$ cat src/btt_pkg.sv
`timescale 1ns / 1ps
`default_nettype none
// ----------------------------------------------------------------------------
// Blank-run-to-tab converter package
// Shared types and constants: character codes, register indexes, the
// sequencer states and the request/response structs of the remainder unit.
// ----------------------------------------------------------------------------
package btt_pkg;

    // Field widths fixed by the interface.
    localparam int BYTE_BITS      = 8;
    localparam int STOP_BITS      = 16;
    localparam int HELD_BITS      = 16;
    localparam int CFG_INDEX_BITS = 3;
    localparam int CFG_DATA_BITS  = 16;
    localparam int STOP_COUNT_BITS = 3;
    localparam int NUM_STOP_REGS  = 4;

    // The remainder unit works on a full 64-bit dividend so that a column
    // left of the last explicit stop wraps exactly as unsigned arithmetic does.
    localparam int DVD_BITS  = 64;
    localparam int STEP_BITS = 7;

    // Character codes.
    localparam logic [BYTE_BITS-1:0] CHAR_TAB   = 8'h09;
    localparam logic [BYTE_BITS-1:0] CHAR_SPACE = 8'h20;
    localparam logic [BYTE_BITS-1:0] CHAR_BS    = 8'h08;
    localparam logic [BYTE_BITS-1:0] CHAR_NL    = 8'h0A;
    localparam logic [BYTE_BITS-1:0] CHAR_NUL   = 8'h00;

    // Stop width used when no stops are configured.
    localparam logic [STOP_BITS-1:0] DEFAULT_STOP = 16'd8;

    // Register indexes.
    localparam logic [CFG_INDEX_BITS-1:0] CFG_CONVERT_ALL = 3'd0;
    localparam logic [CFG_INDEX_BITS-1:0] CFG_STOP_COUNT  = 3'd1;
    localparam logic [CFG_INDEX_BITS-1:0] CFG_STOP_0      = 3'd2;
    localparam logic [CFG_INDEX_BITS-1:0] CFG_EXTEND      = 3'd6;
    localparam logic [CFG_INDEX_BITS-1:0] CFG_INCREMENT   = 3'd7;

    // Sequencer states.
    typedef enum logic [2:0] {
        ST_IDLE,
        ST_SCAN,
        ST_END,
        ST_DIV,
        ST_FINISH
    } state_t;

    // Request to the remainder unit.
    typedef struct packed {
        logic                 start;
        logic [DVD_BITS-1:0]  dividend;
        logic [STEP_BITS-1:0] steps;
        logic [STOP_BITS-1:0] divisor;
    } div_req_t;

    // Response from the remainder unit.
    typedef struct packed {
        logic                 done;
        logic [STOP_BITS-1:0] rem;
    } div_rsp_t;

endpackage
`default_nettype wire

$ cat src/blank_run_to_tab_converter.sv
`timescale 1ns / 1ps
`default_nettype none
// ----------------------------------------------------------------------------
// Blank-run-to-tab converter
// Holds back runs of spaces in a byte stream and writes a tab where a run
// reaches a tab stop exactly.
// ----------------------------------------------------------------------------
// Usage:
//   Bytes enter on the s_ channel (valid/ready). Each request that is not a
//   held space produces one result on the m_ channel: the held run (optional
//   leading tab plus spaces, as lead_tab and held_count) followed by the byte.
//   An end_of_input request flushes the held run with end_of_stream set and
//   restores the line state. Registers are written through cfg_we/cfg_index/
//   cfg_data while no request is in flight.
// Timing:
//   A byte that needs no tab stop goes from the idle state to the finish
//   state, where it is written to the output register, and the sequencer
//   then returns to idle. A blank needs the next stop. With uniform stops
//   that is a modulo in the shared bit-serial remainder unit, over the
//   COLUMN_BITS bits of the column. A stop from the explicit list is found
//   by a scan that steps past each stop passed. A stop past the list comes
//   from the remainder unit, with the extension or, after an end state, the
//   increment; the unit then runs over all 64 dividend bits when the column
//   lies left of the last explicit stop. s_ready is high only while the
//   sequencer is idle.
// Reset and stalls:
//   aresetn clears registers, line state and the output valid flag. A result
//   waits in the output register while m_ready is low; the next request is
//   still accepted and is held at its final step until the register frees.
// ----------------------------------------------------------------------------
module blank_run_to_tab_converter
    import btt_pkg::*;
#(
    parameter int MAX_STOPS   = 4,
    parameter int COLUMN_BITS = 16
) (
    input  wire                       aclk,
    input  wire                       aresetn,
    // Configuration write port
    input  wire                       cfg_we,
    input  wire  [CFG_INDEX_BITS-1:0] cfg_index,
    input  wire  [CFG_DATA_BITS-1:0]  cfg_data,
    // Input channel
    input  wire                       s_valid,
    output logic                      s_ready,
    input  wire  [BYTE_BITS-1:0]      s_in_byte,
    input  wire                       s_end_of_input,
    // Result channel
    output logic                      m_valid,
    input  wire                       m_ready,
    output logic                      m_lead_tab,
    output logic [HELD_BITS-1:0]      m_held_count,
    output logic [BYTE_BITS-1:0]      m_out_byte,
    output logic                      m_byte_valid,
    output logic                      m_end_of_stream
);

    localparam int CW  = COLUMN_BITS;
    localparam int SIW = $clog2(MAX_STOPS + 1);
    localparam int SAW = (MAX_STOPS > 1) ? $clog2(MAX_STOPS) : 1;
    localparam int XW  = ((CW > STOP_BITS) ? CW : STOP_BITS) + 1;
    localparam logic [CW-1:0]        COL_MAX  = '1;
    localparam logic [HELD_BITS-1:0] HELD_MAX = '1;

    // Configuration registers
    logic                       convert_all_reg;
    logic [STOP_COUNT_BITS-1:0] stop_count_reg;
    logic [STOP_BITS-1:0]       stops_reg [MAX_STOPS];
    logic [STOP_BITS-1:0]       extend_reg;
    logic [STOP_BITS-1:0]       increment_reg;

    // Sequencer and request registers
    state_t               state_reg, state_next;
    logic [BYTE_BITS-1:0] byte_reg;
    logic                 end_reg;
    logic                 none_reg;
    logic [XW-1:0]        nxt_reg;
    logic [STOP_BITS-1:0] size_reg;

    // Line state
    logic [CW-1:0]        col_reg, col_next;
    logic [SIW-1:0]       idx_reg, idx_next;
    logic                 conv_reg, conv_next;
    logic                 ab_reg, ab_next;
    logic                 lone_reg, lone_next;
    logic [HELD_BITS-1:0] held_reg, held_next;
    logic                 hft_reg, hft_next;

    // Output register
    logic                 m_valid_reg;
    logic                 lead_reg;
    logic [HELD_BITS-1:0] count_reg;
    logic [BYTE_BITS-1:0] obyte_reg;
    logic                 bvalid_reg;
    logic                 eos_reg;

    // Combinational helpers
    logic [SIW-1:0]       cnt;
    logic [SIW-1:0]       cnt_m1;
    logic [STOP_BITS-1:0] uni;
    logic [SAW-1:0]       rd_addr;
    logic [STOP_BITS-1:0] stop_rd;
    logic                 in_list;
    logic                 scan_hit;
    logic                 in_blank;
    logic                 accept;
    logic                 out_free;
    logic                 commit;
    logic                 emit;
    logic                 res_lead;
    logic [HELD_BITS-1:0] res_cnt;
    logic [BYTE_BITS-1:0] res_byte;
    logic [DVD_BITS-1:0]  diff64;
    logic                 wrapped;
    div_req_t             div_req;
    div_rsp_t             div_rsp;

    // Configuration writes.
    always_ff @(posedge aclk) begin
        if (!aresetn) begin
            convert_all_reg <= 1'b0;
            stop_count_reg  <= '0;
            extend_reg      <= '0;
            increment_reg   <= '0;
            for (int k = 0; k < MAX_STOPS; k++) begin
                stops_reg[k] <= '0;
            end
        end else if (cfg_we) begin
            unique case (cfg_index)
                CFG_CONVERT_ALL: convert_all_reg <= cfg_data[0];
                CFG_STOP_COUNT:  stop_count_reg  <= cfg_data[STOP_COUNT_BITS-1:0];
                CFG_EXTEND:      extend_reg      <= cfg_data;
                CFG_INCREMENT:   increment_reg   <= cfg_data;
                default: ;
            endcase
            for (int k = 0; k < MAX_STOPS; k++) begin
                if (k < NUM_STOP_REGS && cfg_index == CFG_STOP_0 + CFG_INDEX_BITS'(k)) begin
                    stops_reg[k] <= cfg_data;
                end
            end
        end
    end

    // Stop count in use and the uniform stop width, zero when the list applies.
    always_comb begin
        cnt = (32'(stop_count_reg) > MAX_STOPS) ? SIW'(MAX_STOPS) : SIW'(stop_count_reg);
        if (cnt == '0) begin
            if (extend_reg != '0) begin
                uni = extend_reg;
            end else if (increment_reg != '0) begin
                uni = increment_reg;
            end else begin
                uni = DEFAULT_STOP;
            end
        end else if (cnt == SIW'(1) && extend_reg == '0 && increment_reg == '0) begin
            uni = stops_reg[0];
        end else begin
            uni = '0;
        end
    end

    // Single read port on the stop list: the scan pointer, or the last stop.
    assign cnt_m1   = cnt - SIW'(1);
    assign rd_addr  = (state_reg == ST_END) ? cnt_m1[SAW-1:0] : idx_reg[SAW-1:0];
    assign stop_rd  = stops_reg[rd_addr];
    assign in_list  = idx_reg < cnt;
    assign scan_hit = in_list && (XW'(col_reg) < XW'(stop_rd));

    // Column distance from the last explicit stop, as 64-bit unsigned.
    assign diff64  = DVD_BITS'(col_reg) - DVD_BITS'(stop_rd);
    assign wrapped = XW'(col_reg) < XW'(stop_rd);

    assign s_ready  = (state_reg == ST_IDLE);
    assign accept   = s_valid && s_ready;
    assign in_blank = conv_reg && !s_end_of_input
                      && (s_in_byte == CHAR_SPACE || s_in_byte == CHAR_TAB);
    assign out_free = !m_valid_reg || m_ready;
    assign commit   = (state_reg == ST_FINISH) && (!emit || out_free);

    // Next state.
    always_comb begin
        state_next = state_reg;
        unique case (state_reg)
            ST_IDLE: begin
                if (accept) begin
                    if (!in_blank) begin
                        state_next = ST_FINISH;
                    end else if (uni != '0) begin
                        state_next = ST_DIV;
                    end else begin
                        state_next = ST_SCAN;
                    end
                end
            end
            ST_SCAN: begin
                priority if (in_list) begin
                    if (scan_hit) begin
                        state_next = ST_FINISH;
                    end
                end else if (extend_reg != '0) begin
                    state_next = ST_DIV;
                end else if (increment_reg != '0) begin
                    state_next = ST_END;
                end else begin
                    state_next = ST_FINISH;
                end
            end
            ST_END: state_next = ST_DIV;
            ST_DIV: begin
                if (div_rsp.done) begin
                    state_next = ST_FINISH;
                end
            end
            ST_FINISH: begin
                if (commit) begin
                    state_next = ST_IDLE;
                end
            end
            default: state_next = ST_IDLE;
        endcase
    end

    // Requests to the remainder unit.
    always_comb begin
        div_req = '0;
        unique case (state_reg)
            ST_IDLE: begin
                if (accept && in_blank && uni != '0) begin
                    div_req.start    = 1'b1;
                    div_req.dividend = {col_reg, {(DVD_BITS-CW){1'b0}}};
                    div_req.steps    = STEP_BITS'(CW);
                    div_req.divisor  = uni;
                end
            end
            ST_SCAN: begin
                if (!in_list && extend_reg != '0) begin
                    div_req.start    = 1'b1;
                    div_req.dividend = {col_reg, {(DVD_BITS-CW){1'b0}}};
                    div_req.steps    = STEP_BITS'(CW);
                    div_req.divisor  = extend_reg;
                end
            end
            ST_END: begin
                div_req.start    = 1'b1;
                div_req.dividend = wrapped ? diff64
                                           : {diff64[CW-1:0], {(DVD_BITS-CW){1'b0}}};
                div_req.steps    = wrapped ? STEP_BITS'(DVD_BITS) : STEP_BITS'(CW);
                div_req.divisor  = increment_reg;
            end
            default: ;
        endcase
    end

    btt_rem_unit u_rem (
        .aclk    (aclk),
        .aresetn (aresetn),
        .div_req (div_req),
        .div_rsp (div_rsp)
    );

    // Line state update for the request in hand, and the result it makes.
    always_comb begin
        logic          blank;
        logic [CW-1:0] col1;
        logic          at_stop;
        logic [CW-1:0] col_stop;

        blank    = !end_reg && (byte_reg == CHAR_SPACE || byte_reg == CHAR_TAB);
        col1     = (col_reg == COL_MAX) ? col_reg : col_reg + CW'(1);
        at_stop  = XW'(col1) == nxt_reg;
        col_stop = (nxt_reg > XW'(COL_MAX)) ? COL_MAX : nxt_reg[CW-1:0];

        col_next  = col_reg;
        idx_next  = idx_reg;
        conv_next = conv_reg;
        ab_next   = ab_reg;
        lone_next = lone_reg;
        held_next = held_reg;
        hft_next  = hft_reg;
        emit      = 1'b1;
        res_lead  = 1'b0;
        res_cnt   = '0;
        res_byte  = byte_reg;

        if (conv_reg) begin
            priority if (blank) begin
                if (none_reg) begin
                    // No stop ahead: pass the blank through and stop converting.
                    conv_next = 1'b0;
                end else if (byte_reg == CHAR_TAB) begin
                    col_next  = col_stop;
                    held_next = {{(HELD_BITS-1){1'b0}}, lone_reg};
                    hft_next  = lone_reg;
                    lone_next = 1'b0;
                end else begin
                    col_next = col1;
                    if (!(ab_reg && at_stop)) begin
                        // Space is held back.
                        emit = 1'b0;
                        if (at_stop) begin
                            lone_next = 1'b1;
                        end
                        if (held_reg == '0) begin
                            hft_next = 1'b0;
                        end
                        if (held_reg != HELD_MAX) begin
                            held_next = held_reg + HELD_BITS'(1);
                        end
                        ab_next = 1'b1;
                    end else begin
                        // Run reaches the stop: it becomes a tab.
                        res_byte  = CHAR_TAB;
                        held_next = {{(HELD_BITS-1){1'b0}}, lone_reg};
                        hft_next  = 1'b1;
                    end
                end
            end else if (!end_reg && byte_reg == CHAR_BS) begin
                if (col_reg != '0) begin
                    col_next = col_reg - CW'(1);
                end
                if (idx_reg != '0) begin
                    idx_next = idx_reg - SIW'(1);
                end
            end else if (!end_reg) begin
                col_next = col1;
            end

            if (emit) begin
                // Release the held run in front of the byte.
                if (held_next != '0) begin
                    res_lead  = hft_next || (held_next > HELD_BITS'(1) && lone_next);
                    res_cnt   = held_next;
                    held_next = '0;
                    hft_next  = 1'b0;
                    lone_next = 1'b0;
                end
                ab_next = blank;
                if (!(convert_all_reg || blank)) begin
                    conv_next = 1'b0;
                end
            end
        end

        if (end_reg) begin
            res_byte = CHAR_NUL;
        end

        // A new line or a new stream starts from the reset line state.
        if (emit && (end_reg || byte_reg == CHAR_NL)) begin
            col_next  = '0;
            idx_next  = '0;
            conv_next = 1'b1;
            ab_next   = 1'b1;
            lone_next = 1'b0;
            held_next = '0;
            hft_next  = 1'b0;
        end
    end

    // Sequencer state and line state registers.
    always_ff @(posedge aclk) begin
        if (!aresetn) begin
            state_reg <= ST_IDLE;
            col_reg   <= '0;
            idx_reg   <= '0;
            conv_reg  <= 1'b1;
            ab_reg    <= 1'b1;
            lone_reg  <= 1'b0;
            held_reg  <= '0;
            hft_reg   <= 1'b0;
        end else begin
            state_reg <= state_next;
            if (commit) begin
                col_reg  <= col_next;
                idx_reg  <= idx_next;
                conv_reg <= conv_next;
                ab_reg   <= ab_next;
                lone_reg <= lone_next;
                held_reg <= held_next;
                hft_reg  <= hft_next;
            end else if (state_reg == ST_SCAN && in_list && !scan_hit) begin
                idx_reg <= idx_reg + SIW'(1);
            end
        end
    end

    // Request capture and next-stop result.
    always_ff @(posedge aclk) begin
        if (accept) begin
            byte_reg <= s_in_byte;
            end_reg  <= s_end_of_input;
            none_reg <= 1'b0;
        end else if (state_reg == ST_SCAN && !in_list && extend_reg == '0
                     && increment_reg == '0) begin
            none_reg <= 1'b1;
        end
        if (div_req.start) begin
            size_reg <= div_req.divisor;
        end
        if (state_reg == ST_SCAN && scan_hit) begin
            nxt_reg <= XW'(stop_rd);
        end else if (state_reg == ST_DIV && div_rsp.done) begin
            nxt_reg <= XW'(col_reg) + XW'(size_reg) - XW'(div_rsp.rem);
        end
    end

    // Output register.
    always_ff @(posedge aclk) begin
        if (!aresetn) begin
            m_valid_reg <= 1'b0;
        end else if (commit && emit) begin
            m_valid_reg <= 1'b1;
        end else if (m_ready) begin
            m_valid_reg <= 1'b0;
        end
    end

    always_ff @(posedge aclk) begin
        if (commit && emit) begin
            lead_reg   <= res_lead;
            count_reg  <= res_cnt;
            obyte_reg  <= res_byte;
            bvalid_reg <= !end_reg;
            eos_reg    <= end_reg;
        end
    end

    assign m_valid         = m_valid_reg;
    assign m_lead_tab      = lead_reg;
    assign m_held_count    = count_reg;
    assign m_out_byte      = obyte_reg;
    assign m_byte_valid    = bvalid_reg;
    assign m_end_of_stream = eos_reg;

endmodule
`default_nettype wire

$ cat src/btt_rem_unit.sv
`timescale 1ns / 1ps
`default_nettype none
// ----------------------------------------------------------------------------
// Bit-serial remainder unit
// Restoring division, one dividend bit per cycle, MSB first. The dividend is
// left aligned, and the step count selects how many of its bits are used.
// ----------------------------------------------------------------------------
module btt_rem_unit
    import btt_pkg::*;
(
    input  wire            aclk,
    input  wire            aresetn,
    input  wire  div_req_t div_req,
    output div_rsp_t       div_rsp
);

    logic                 busy_reg;
    logic                 done_reg;
    logic [STEP_BITS-1:0] count_reg;
    logic [STOP_BITS-1:0] rem_reg;
    logic [STOP_BITS-1:0] divisor_reg;
    logic [DVD_BITS-1:0]  dvd_reg;

    logic [STOP_BITS:0]   trial;
    logic [STOP_BITS:0]   trial_sub;
    logic                 fits;

    // One restoring step: shift in the next dividend bit and subtract if it fits.
    assign trial     = {rem_reg, dvd_reg[DVD_BITS-1]};
    assign trial_sub = trial - {1'b0, divisor_reg};
    assign fits      = trial >= {1'b0, divisor_reg};

    // Step counter and completion pulse.
    always_ff @(posedge aclk) begin
        if (!aresetn) begin
            busy_reg  <= 1'b0;
            done_reg  <= 1'b0;
            count_reg <= '0;
        end else begin
            done_reg <= 1'b0;
            if (div_req.start) begin
                busy_reg  <= 1'b1;
                count_reg <= div_req.steps;
            end else if (busy_reg) begin
                count_reg <= count_reg - STEP_BITS'(1);
                if (count_reg == STEP_BITS'(1)) begin
                    busy_reg <= 1'b0;
                    done_reg <= 1'b1;
                end
            end
        end
    end

    // Partial remainder and dividend shift register.
    always_ff @(posedge aclk) begin
        if (div_req.start) begin
            rem_reg     <= '0;
            dvd_reg     <= div_req.dividend;
            divisor_reg <= div_req.divisor;
        end else if (busy_reg) begin
            rem_reg <= fits ? trial_sub[STOP_BITS-1:0] : trial[STOP_BITS-1:0];
            dvd_reg <= {dvd_reg[DVD_BITS-2:0], 1'b0};
        end
    end

    assign div_rsp.done = done_reg;
    assign div_rsp.rem  = rem_reg;

endmodule
`default_nettype wire

$ cat config.mk
export PLATFORM = sky130hd
export DESIGN_NAME = blank_run_to_tab_converter
export DESIGN_NICKNAME = d
export VERILOG_FILES = /design/src/btt_pkg.sv /design/src/blank_run_to_tab_converter.sv /design/src/btt_rem_unit.sv
export SDC_FILE = /design/constraint.sdc
export NUM_CORES = 1
export LEC_CHECK = 0
export BUFFER_PORTS_ARGS = -buffer_cell sky130_fd_sc_hd__buf_2
export CORE_MARGIN = 2
export CORE_UTILIZATION = 40
export DETAILED_ROUTE_END_ITERATION = 8
export SLEW_MARGIN = 5
export SYNTH_ARGS = -nofsm -noshare
export SYNTH_HDL_FRONTEND = slang
export SYNTH_SLANG_ARGS = --single-unit
$ cat constraint.sdc
create_clock -name aclk -period 9 [get_ports aclk]
set_clock_uncertainty 0.2 [all_clocks]
set_input_delay 1.35 -clock aclk [delete_from_list [all_inputs] [get_ports aclk]]
set_output_delay 1.35 -clock aclk [all_outputs]
set_load 0.01 [all_outputs]
# --- Word-level counts from Yosys, hierarchy flattened ---
# Memories as Yosys holds them, arrays and structs flattened.
# Index checks and enable logic that the tools add are counted.
totals:
  reg_bits: 238
  latchBits: 0
  ramBits: 64
  mem_bits_ro: 0
  in_bits: 33
  out_inout_bits: 29
  wordCells: 280
  n_memories: 1
op_classes:
  n_addsub: 11
  n_mul: 0
  div_mod_pow: 0
  magnitude_cmp: 6
  n_eq_ne: 36
  shift: 0
  mux: 126
  n_bitwise: 6
  reduce_logical: 65
mem_list:
  columns: ["memory", "words", "word_bits", "rd", "rd_clocked_by_memory_dff", "wr", "line", "source"]
  rows:
  - ["stops_reg", 4, 16, 2, 0, 4, "blank_run_to_tab_converter.sv:68", "logic [STOP_BITS-1:0] stops_reg [MAX_STOPS];"]
op_table:
  columns: ["op", "count"]
  rows:
  - ["16-bit two-way mux", 31]
  - ["88-bit case mux with 3 select lines", 1]
  - ["64-bit two-way mux", 3]
  - ["88-bit two-way mux", 2]
  - ["16-bit nonzero test", 5]
  - ["1-bit two-way mux", 62]
  - ["16-bit zero test", 3]
  - ["3-bit two-way mux", 16]
  - ["8-bit two-way mux", 5]
  - ["16-bit by 1-bit adder with 16-bit output (second input constant)", 2]
  - ["8-bit by 4-bit == test with 1-bit output (second input constant)", 4]
  - ["1-bit logical AND", 23]
  - ["7-bit two-way mux", 3]
  - ["16-bit by 16-bit adder with 17-bit output", 1]
  - ["16-bit by 17-bit == test with 1-bit output", 1]
  - ["17-bit by 16-bit greater-or-equal comparator with 1-bit output", 1]
  - ["17-bit by 16-bit greater-than comparator with 1-bit output (second input constant)", 1]
  - ["16-bit by 16-bit subtractor with 17-bit output", 1]
  - ["17-bit by 16-bit subtractor with 17-bit output", 1]
  - ["16-bit == test (second input constant)", 1]
  - ["8-bit by 6-bit == test with 1-bit output (second input constant)", 2]
  - ["16-bit by 1-bit greater-than comparator with 1-bit output (second input constant)", 1]
  - ["16-bit < comparator", 1]
  - ["16-bit inequality test (second input constant)", 1]
  - ["other kinds (34)", 78]

# --- Logic depth before layout (Yosys ltp) ---
# Gate-level depths: netlist of run 1.
depth:
  ltp_word: 15
  mapped_depth: 21
  depth_no_buf: 19

# --- Hierarchy ---
# From an unflattened synthesis of run 1, not the netlist that was laid out.
hier_totals:
  hier_cells: 2061
  hier_area_um2: 19593.8
by_module_without_submodules:
  columns: ["module", "n_inst", "cells_each", "area_each_um2", "seq_area_each_um2"]
  rows:
  - ["blank_run_to_tab_converter", 1, 1657, 14452.6, 5585.4]
  - ["btt_rem_unit", 1, 404, 5141.2, 2902.8]

# --- Worst setup path before layout of run 1 ---
# Ideal clock, no wire load.
synth_timing:
  path_kind: "flip-flop to flip-flop"
  from: "register stop_count_reg[2]"
  to: "register u_rem.dvd_reg[18] (data pin)"
  setup_ps: 130
  arrival_time_ps: 4591
  t_required_ps: 8670
  setup_slack_ps: 4080
  stages_incl_launch_ff: 21
  path_buffers: 3
  synth_period_minus_slack_ps: 4920
  path_cell_list: "dfxtp_1 -> inv_1 -> nand2_1 -> ha_1 -> nor2_1 -> a21oi_1 -> clkbuf_1 -> buf_1 -> a21oi_1 -> fa_1 -> a21o_1 -> a21oi_1 -> o21ai_0 -> and3b_1 -> o31a_1 -> o41ai_1 -> o21ai_0 -> o21a_1 -> nor2_1 -> clkbuf_1 -> a21o_1"
synth_between:
  elab_chain_len: 12
  elab_cells_between_ends: 23
  classes_between: "add/sub: 2; order compare: 3; eq/ne: 1; mux: 9; reduce/logical: 7; memory: 1"
synth_lines:
  columns: ["element", "line", "source"]
  rows:
  - ["start: declaration", "blank_run_to_tab_converter.sv:67", "logic [STOP_COUNT_BITS-1:0] stop_count_reg;"]
  - ["start signal: assignment", "blank_run_to_tab_converter.sv:131", "CFG_STOP_COUNT: stop_count_reg <= cfg_data[STOP_COUNT_BITS-1:0];"]
  - ["3-bit greater-than comparator", "blank_run_to_tab_converter.sv:146", "cnt = (32'(stop_count_reg) > MAX_STOPS) ? SIW'(MAX_STOPS) : SIW'(stop_count_reg);"]
  - ["3-bit two-way mux (*)", "blank_run_to_tab_converter.sv:146", null]
  - ["parallel branches: the longest is 8 deep, another holds 16-bit by 16-bit subtractor with 17-bit output", null, null]
  - ["88-bit case mux with 3 select lines (*)", "blank_run_to_tab_converter.sv:226", "unique case (state_reg)"]
  - ["64-bit two-way mux (*)", "btt_rem_unit.sv:56", "if (div_req.start) begin"]
  - ["end signal: assignment", "btt_rem_unit.sv:58", "dvd_reg <= div_req.dividend;"]
  - ["end signal: assignment", "btt_rem_unit.sv:62", "dvd_reg <= {dvd_reg[DVD_BITS-2:0], 1'b0};"]
  - ["end: declaration", "btt_rem_unit.sv:22", "logic [DVD_BITS-1:0] dvd_reg;"]
# Mark *: on every way between the ends.
# A chain may end at the register's enable or synchronous reset.

# --- Worst setup path after layout of run 1 ---
layout_timing:
  from: "register state_reg[2]"
  to: "register nxt_reg[5] (enable)"
layout_between:
  elab_chain_len: 7
  elab_cells_between_ends: 10
  classes_between: "order compare: 1; eq/ne: 3; mux: 1; reduce/logical: 4; memory: 1"
layout_lines:
  columns: ["element", "line", "source"]
  rows:
  - ["start: declaration", "blank_run_to_tab_converter.sv:73", "state_t state_reg, state_next;"]
  - ["start signal: assignment", "blank_run_to_tab_converter.sv:372", "state_reg <= state_next;"]
  - ["3-bit by 2-bit == test with 1-bit output", "blank_run_to_tab_converter.sv:164", "assign rd_addr = (state_reg == ST_END) ? cnt_m1[SAW-1:0] : idx_reg[SAW-1:0];"]
  - ["2-bit two-way mux", "blank_run_to_tab_converter.sv:164", null]
  - ["memory read 4 x 16 bit", null, null]
  - ["16-bit < comparator", "blank_run_to_tab_converter.sv:167", "assign scan_hit = in_list && (XW'(col_reg) < XW'(stop_rd));"]
  - ["1-bit logical AND", "blank_run_to_tab_converter.sv:167", null]
  - ["1-bit logical AND", "blank_run_to_tab_converter.sv:400", "if (state_reg == ST_SCAN && scan_hit) begin"]
  - ["2-bit nonzero test (no line) (*)", null, null]
  - ["end signal: assignment", "blank_run_to_tab_converter.sv:401", "nxt_reg <= XW'(stop_rd);"]
  - ["end signal: assignment", "blank_run_to_tab_converter.sv:403", "nxt_reg <= XW'(col_reg) + XW'(size_reg) - XW'(div_rsp.rem);"]
  - ["end: declaration", "blank_run_to_tab_converter.sv:77", "logic [XW-1:0] nxt_reg;"]
# Mark *: on every way between the ends. The rest lies on a longest branch, timed or not.

==> qor.txt, run 1 <==
Largest net degree at the start of global routing -> 82
Nets -> 2136
Number of synthesized register bits -> 302
Area grow syn2layout -> 10.7%
Synth Flop Type -> edfxtp_1
Synth Area per Inst -> 9.14 sq um
# setup viols final -> 0
CTS Sinks -> 302
Simple-gate area share of the yosys netlist -> 20.6%
Number of global-route vias before repair -> 14800
CP Data Arrival Time -> 6110 ps
FMAX -> 163 MHz
Antenna Violating Nets Remaining -> 0
Total length of routed wires -> 54300 um
WL/cell -> 20.5 um
Final hold viol count -> 0
R2r setup slk -> 2860 ps
Residual DRC count -> 0
Die Area -> 0.0477 sq mm
CORE AREA -> 0.0454 sq mm
Pleak -> 7.72 nW
Pre-Repair DR Iteration Count -> 7
CTS Buffer Depth -> 3
Critical-path maximum fanout -> 31
Outcome -> complete, no violations
Post-DR vias/cell -> 5.80
Post-synthesis compound-gate area fraction -> 19.0%
Clock-pin slew on the worst setup and hold paths -> 60 ps
M3 GR Usage -> 3.06%
Layout cell share with drive strength beyond 1 -> 9.38%
Rows -> 78
Clk_lat worst skew -> 550 ps
Setup TNS -> 0 ps
RSZ-0062 raised after global routing -> false
Setup WS post-layout -> 2860 ps
I/O Buffers -> 61
Critical path data required time -> 8970 ps
Slew Viols, Final -> 0
Power Dens Cells -> 234 mW/mm^2
Async set-or-reset flop fraction in the synthesized netlist -> 0%
Hold/Removal Path Class -> reg2reg
Vias -> 15300
CTS tree -> done
Maximum vdd drop -> 0.000150 V
Gr usage total -> 22.9%
Cells after Synth -> 2009
Die width -> 218 um
Post-Synthesis Cell Area -> 0.0184 sq mm
Gr ovfl total -> 0
Fin crit share -> 68.2%
Post-CTS Setup Bufs -> 0
Syn nets -> 2123
First-iteration detailed-routing DRC count -> 1459
Detailed Place HPWL -> 39100 um
Final Cell Area -> 0.0203 sq mm
Area share of fa/ha/maj cells after synthesis -> 6.25%
Initial core utilization -> 40.5%
Sequential share of the synthesized area -> 43.6%
Initial antenna violation count -> 0
CTS root buffer -> clkbuf_16
Largest area contributor in the netlist -> edfxtp_1
Setup CP Type -> reg2reg
CTS buffer count -> 36
Crit path capture type -> flip-flop
Global route hottest layer -> met2
Post-synth top area share -> 32.0%
Final min period -> 6140 ps
Netlist cell types -> 93
CTS H-tree depth -> 2
Most area-consuming cells after synthesis -> edfxtp_1 32%, dfxtp_1 12%, nand2_1 4.9%, a21oi_1 4.7%, ha_1 4.3%
Startpoint types -> flip-flop
Placer Congestion -> 0.927
Die Y-Extent -> 218 um
Cts hold-fix bufs -> 0
Worst slew pin tran -> 1230 ps
Met2 Resource Use GR -> 38.4%
Met1 Use GR -> 30.1%
Ant. Diodes -> 0
Largest family of logic cells by synthesized area -> simple AND/OR/NAND/NOR gates
Slew headroom -> 16.7%
Post-CTS sizing -> 0
Yosys synthesis warning count -> 0
First-pass GRT wire length -> 84300 um
Number of synthesized flops with an enable pin -> 196
Max-cap viol count -> 0
DP Area -> 0.0192 sq mm
Pre-CTS WS -> 2930 ps
XOR/XNOR Fraction of Synth Area -> 3.24%
Num ports -> 62
Multiplexer share of the synthesized area -> 2.97%
## per-layer routing
metal | vias to the layer above | part of all wire, %
li1 | 7349 | -
met1 | 7375 | 43
met2 | 518 | 48
met3 | 104 | 6.0
met4 | 0 | 3.0
met5 | - | 0
## cells in the final DEF (no fill, tap or decap), types with 47 or more instances in the layout
cell type	count
a21oi_1	169
and2_1	76
buf_2	61
dfxtp_1	106
edfxtp_1	196
ha_1	63
inv_1	94
nand2_1	237
nand3_1	47
nor2_1	177
nor3_1	52
o21ai_0	106
## worst max-delay path, cell delays in order (launching register included)
cell       delay (ps)
dfxtp_1           450
nor2_1            100
nand2_1           350
nor2_1            150
a21oi_4           850
mux2_2            420
a21oi_1           350
ha_1              300
nor2b_1           140
o2111ai_1         280
a31oi_1           170
o2111ai_1         280
nand3_1           180
a41oi_2           240
nand2_1           550
nand2_1           750
## path summary, 6_finish.rpt
check,startpoint,end,depth (start not counted)
setup reg to reg,state_reg[2]$_SDFFE_PN0P_,nxt_reg[5]$_DFFE_PP_,15
setup / recovery,state_reg[2]$_SDFFE_PN0P_,nxt_reg[5]$_DFFE_PP_,15
hold / removal,hft_reg$_SDFFE_PN0P_,hft_reg$_SDFFE_PN0P_,2
hold reg to reg,hft_reg$_SDFFE_PN0P_,hft_reg$_SDFFE_PN0P_,2
## synthesized netlist by cell type, types with 8 or more instances
cell	count
edfxtp_1	196
dfxtp_1	106
a31oi_1	18
nor4_1	23
nor2b_1	22
o21ai_0	110
or4_1	8
o21a_1	11
a21o_1	45
buf_2	15
and4_1	10
and3_1	21
mux2i_1	32
o211ai_1	27
nand2_1	238
nand3_1	47
nor2_1	179
nand2b_1	15
and2_1	76
a21oi_1	171
mux2_2	18
o21ai_1	10
xnor2_1	45
fa_1	18
a22o_1	14
nor3_1	53
xor2_1	23
nand4_1	26
or3_1	18
a211oi_1	17
ha_1	63
inv_1	95
clkbuf_1	81
a22oi_1	21
## where the power goes
group | total (W) | leakage [nW] | switching, W | internal, W
clock | 0.00143 | 0.567 | 0.000598 | 0.000836
sequential | 0.00182 | 2.72 | 0.000132 | 0.00169
combinational | 0.00152 | 4.43 | 0.000913 | 0.000603
total | 0.00477 | 7.72 | 0.00164 | 0.00312
## kinds of logic (layout without fill, tap and decap cells)
| kind of cell | after synthesis | in the layout |
|---|---|---|
| XOR/XNOR | 68 | 68 |
| AO/OA/AOI/OAI | 535 | 535 |
| adder cells (fa/ha/maj) | 81 | 81 |
| AND/OR/NAND/NOR | 771 | 771 |
| buffers and inverters | 201 | 240 |
| flip-flops | 302 | 302 |
| multiplexers | 51 | 51 |
## stage by stage
stage,std cells,utilization [%],hold slack [ps],power (W)
after floorplan,2009,-,225,0.00292
after global placement,2584,42.3,246,0.00332
after detailed placement,2584,42.3,252,0.00335
after CTS,2648,44.8,267,0.00479
after global routing,2648,44.8,313,0.00504
final,2648,44.8,263,0.00477
## cell type report
cell class | instances | area [sq um]
Tap cell | 600 | 751
Inverter | 95 | 357
Clock inverter | 19 | 153
Timing Repair Buffer | 81 | 455
Fill cell | 4334 | 25000
Clock buffer | 45 | 986
Sequential cell | 302 | 8010
Multi-Input combinational cell | 1506 | 9620
Note: power is estimated with default switching activity, not from simulation.
==> run 2: changes to the inputs <==
- clock period: 9 -> 6.31 ns (I/O delays scaled with it)
==> qor.txt, run 2 (synthesized netlist as in run 1, its figures left out) <==
Outcome -> complete, no violations (unchanged)
Num ports -> 62 (unchanged)
Power Dens Cells -> 340 mW/mm^2 (was 234 mW/mm^2)
CTS tree -> done (unchanged)
Slew headroom -> 17.5% (was 16.7%)
Placer Congestion -> 0.915 (was 0.927)
Initial antenna violation count -> 0 (unchanged)
First-pass GRT wire length -> 85200 um (was 84300 um)
Startpoint types -> flip-flop (unchanged)
First-iteration detailed-routing DRC count -> 1566 (was 1459)
Post-CTS sizing -> 0 (unchanged)
Pleak -> 7.83 nW (was 7.72 nW)
Final Cell Area -> 0.0206 sq mm (was 0.0203 sq mm)
CTS buffer count -> 37 (was 36)
FMAX -> 178 MHz (was 163 MHz)
Final hold viol count -> 0 (unchanged)
Initial core utilization -> 40.5% (unchanged)
CTS root buffer -> clkbuf_16 (unchanged)
I/O Buffers -> 61 (unchanged)
Detailed Place HPWL -> 39900 um (was 39100 um)
# setup viols final -> 0 (unchanged)
Residual DRC count -> 0 (unchanged)
WL/cell -> 20.5 um (about the same)
Layout cell share with drive strength beyond 1 -> 10.1% (was 9.38%)
RSZ-0062 raised after global routing -> false (unchanged)
CP Data Arrival Time -> 5810 ps (was 6110 ps)
Total length of routed wires -> 54700 um (was 54300 um)
Setup CP Type -> reg2reg (unchanged)
CORE AREA -> 0.0454 sq mm (unchanged)
Largest net degree at the start of global routing -> 68 (was 82)
Antenna Violating Nets Remaining -> 0 (unchanged)
Max-cap viol count -> 0 (unchanged)
Final min period -> 5630 ps (was 6140 ps)
Nets -> 2148 (was 2136)
Hold/Removal Path Class -> reg2reg (unchanged)
Final hold slack -> 283 ps (was 263 ps)
Critical path data required time -> 6490 ps (was 8970 ps)
Fin crit share -> 89.3% (was 68.2%)
Fill cell count -> 4416 (was 4334)
DP Area -> 0.0193 sq mm (was 0.0192 sq mm)
CTS Buffer Depth -> 3 (unchanged)
Pre-Repair DR Iteration Count -> 5 (was 7)
CTS Sinks -> 302 (unchanged)
Setup TNS -> 0 ps (unchanged)
Die width -> 218 um (unchanged)
CTS H-tree depth -> 2 (unchanged)
Post-layout util -> 45.3% (was 44.8%)
Critical-path maximum fanout -> 29 (was 31)
Area grow syn2layout -> 11.9% (was 10.7%)
Crit path capture type -> flip-flop (unchanged)
Clk_lat worst skew -> 560 ps (was 550 ps)
Rows -> 78 (unchanged)
Most common cell after layout, fill and taps aside -> nand2_1 (unchanged)
Post-DR vias/cell -> 5.85 (was 5.80)
Die Y-Extent -> 218 um (unchanged)
Vias -> 15600 (was 15300)
Clock-pin slew on the worst setup and hold paths -> 60 ps (about the same)
Slew Viols, Final -> 0 (unchanged)
Worst slew pin tran -> 1230 ps (about the same)
Number of global-route vias before repair -> 14800 (about the same)
Gr usage total -> 23.0% (was 22.9%)
Commonest cells after routing, fill and taps aside -> 237 x nand2_1, 196 x edfxtp_1, 177 x nor2_1 (unchanged)
Die Area -> 0.0477 sq mm (unchanged)
Gr ovfl total -> 0 (unchanged)
Post-CTS Setup Bufs -> 0 (unchanged)
Cts hold-fix bufs -> 0 (unchanged)
Maximum vdd drop -> 0.000180 V (was 0.000150 V)
==> run 2: stage by stage <==
| stage | total power, W | std cells | setup slack [ps] |
|---|---|---|---|
| floorplan | 0.00417 | 2009 | 1390 |
| global placement | 0.00475 | 2595 | 963 |
| detailed placement | 0.00479 | 2595 | 873 |
| CTS | 0.00702 | 2663 | 814 |
| global route | 0.00739 | 2663 | 345 |
| finish | 0.00699 | 2664 | 677 |
==> run 2: path summary, 6_finish.rpt <==
check                                          startpoint  depth (start not counted)                     endpoint  slack [ps]
worst max-delay path            state_reg[2]$_SDFFE_PN0P_                         18  u_rem.dvd_reg[62]$_DFFE_PP_         680
worst min-delay path                 hft_reg$_SDFFE_PN0P_                          2         hft_reg$_SDFFE_PN0P_         280
worst max register to register  state_reg[2]$_SDFFE_PN0P_                         18  u_rem.dvd_reg[62]$_DFFE_PP_         680
worst min register to register       hft_reg$_SDFFE_PN0P_                          2         hft_reg$_SDFFE_PN0P_         280
==> run 2: critical path, cell delays in order, from the launching register on <==
cell and delay [ps]:
dfxtp_1 430, nor2_1 90, nand2_1 360, nor2_1 150, a21oi_4 170, buf_4 400
mux2_2 240, a21oi_1 130, fa_1 460, a21o_1 180, a21oi_1 280, o21ai_0 130
and3b_1 200, o31a_1 270, o41ai_1 560, o21ai_0 330, a2111oi_0 600, nor2_1 80
o211ai_1 170
==> run 2: layout make-up <==
class | instances | area (sq um) | area share [%]
Antenna cell | 1 | 2.50 | 0.0122
Clock buffer | 44 | 1030 | 5.00
Clock inverter | 24 | 238 | 1.16
Inverter | 95 | 357 | 1.74
Multi-Input combinational cell | 1506 | 9620 | 46.8
Sequential cell | 302 | 8010 | 39.0
Tap cell | 600 | 751 | 3.65
Timing Repair Buffer | 92 | 551 | 2.68
==> run 2: power by group <==
group	leakage [nW]	switching [W]	internal (W)
combinational	4.49	0.00131	0.000867
clock	0.619	0.000885	0.00134
sequential	2.72	0.000189	0.00240
==> run 2: routing by layer <==
layer / part of all wire [%] / vias up / GRT usage [%]
met3: 6.1 / 124 / 3.16
met4: 3.5 / 0 / 8.71
li1: - / 7384 / -
met1: 43 / 7550 / 30.1
met5: 0 / - / 0
met2: 47 / 534 / 38.7
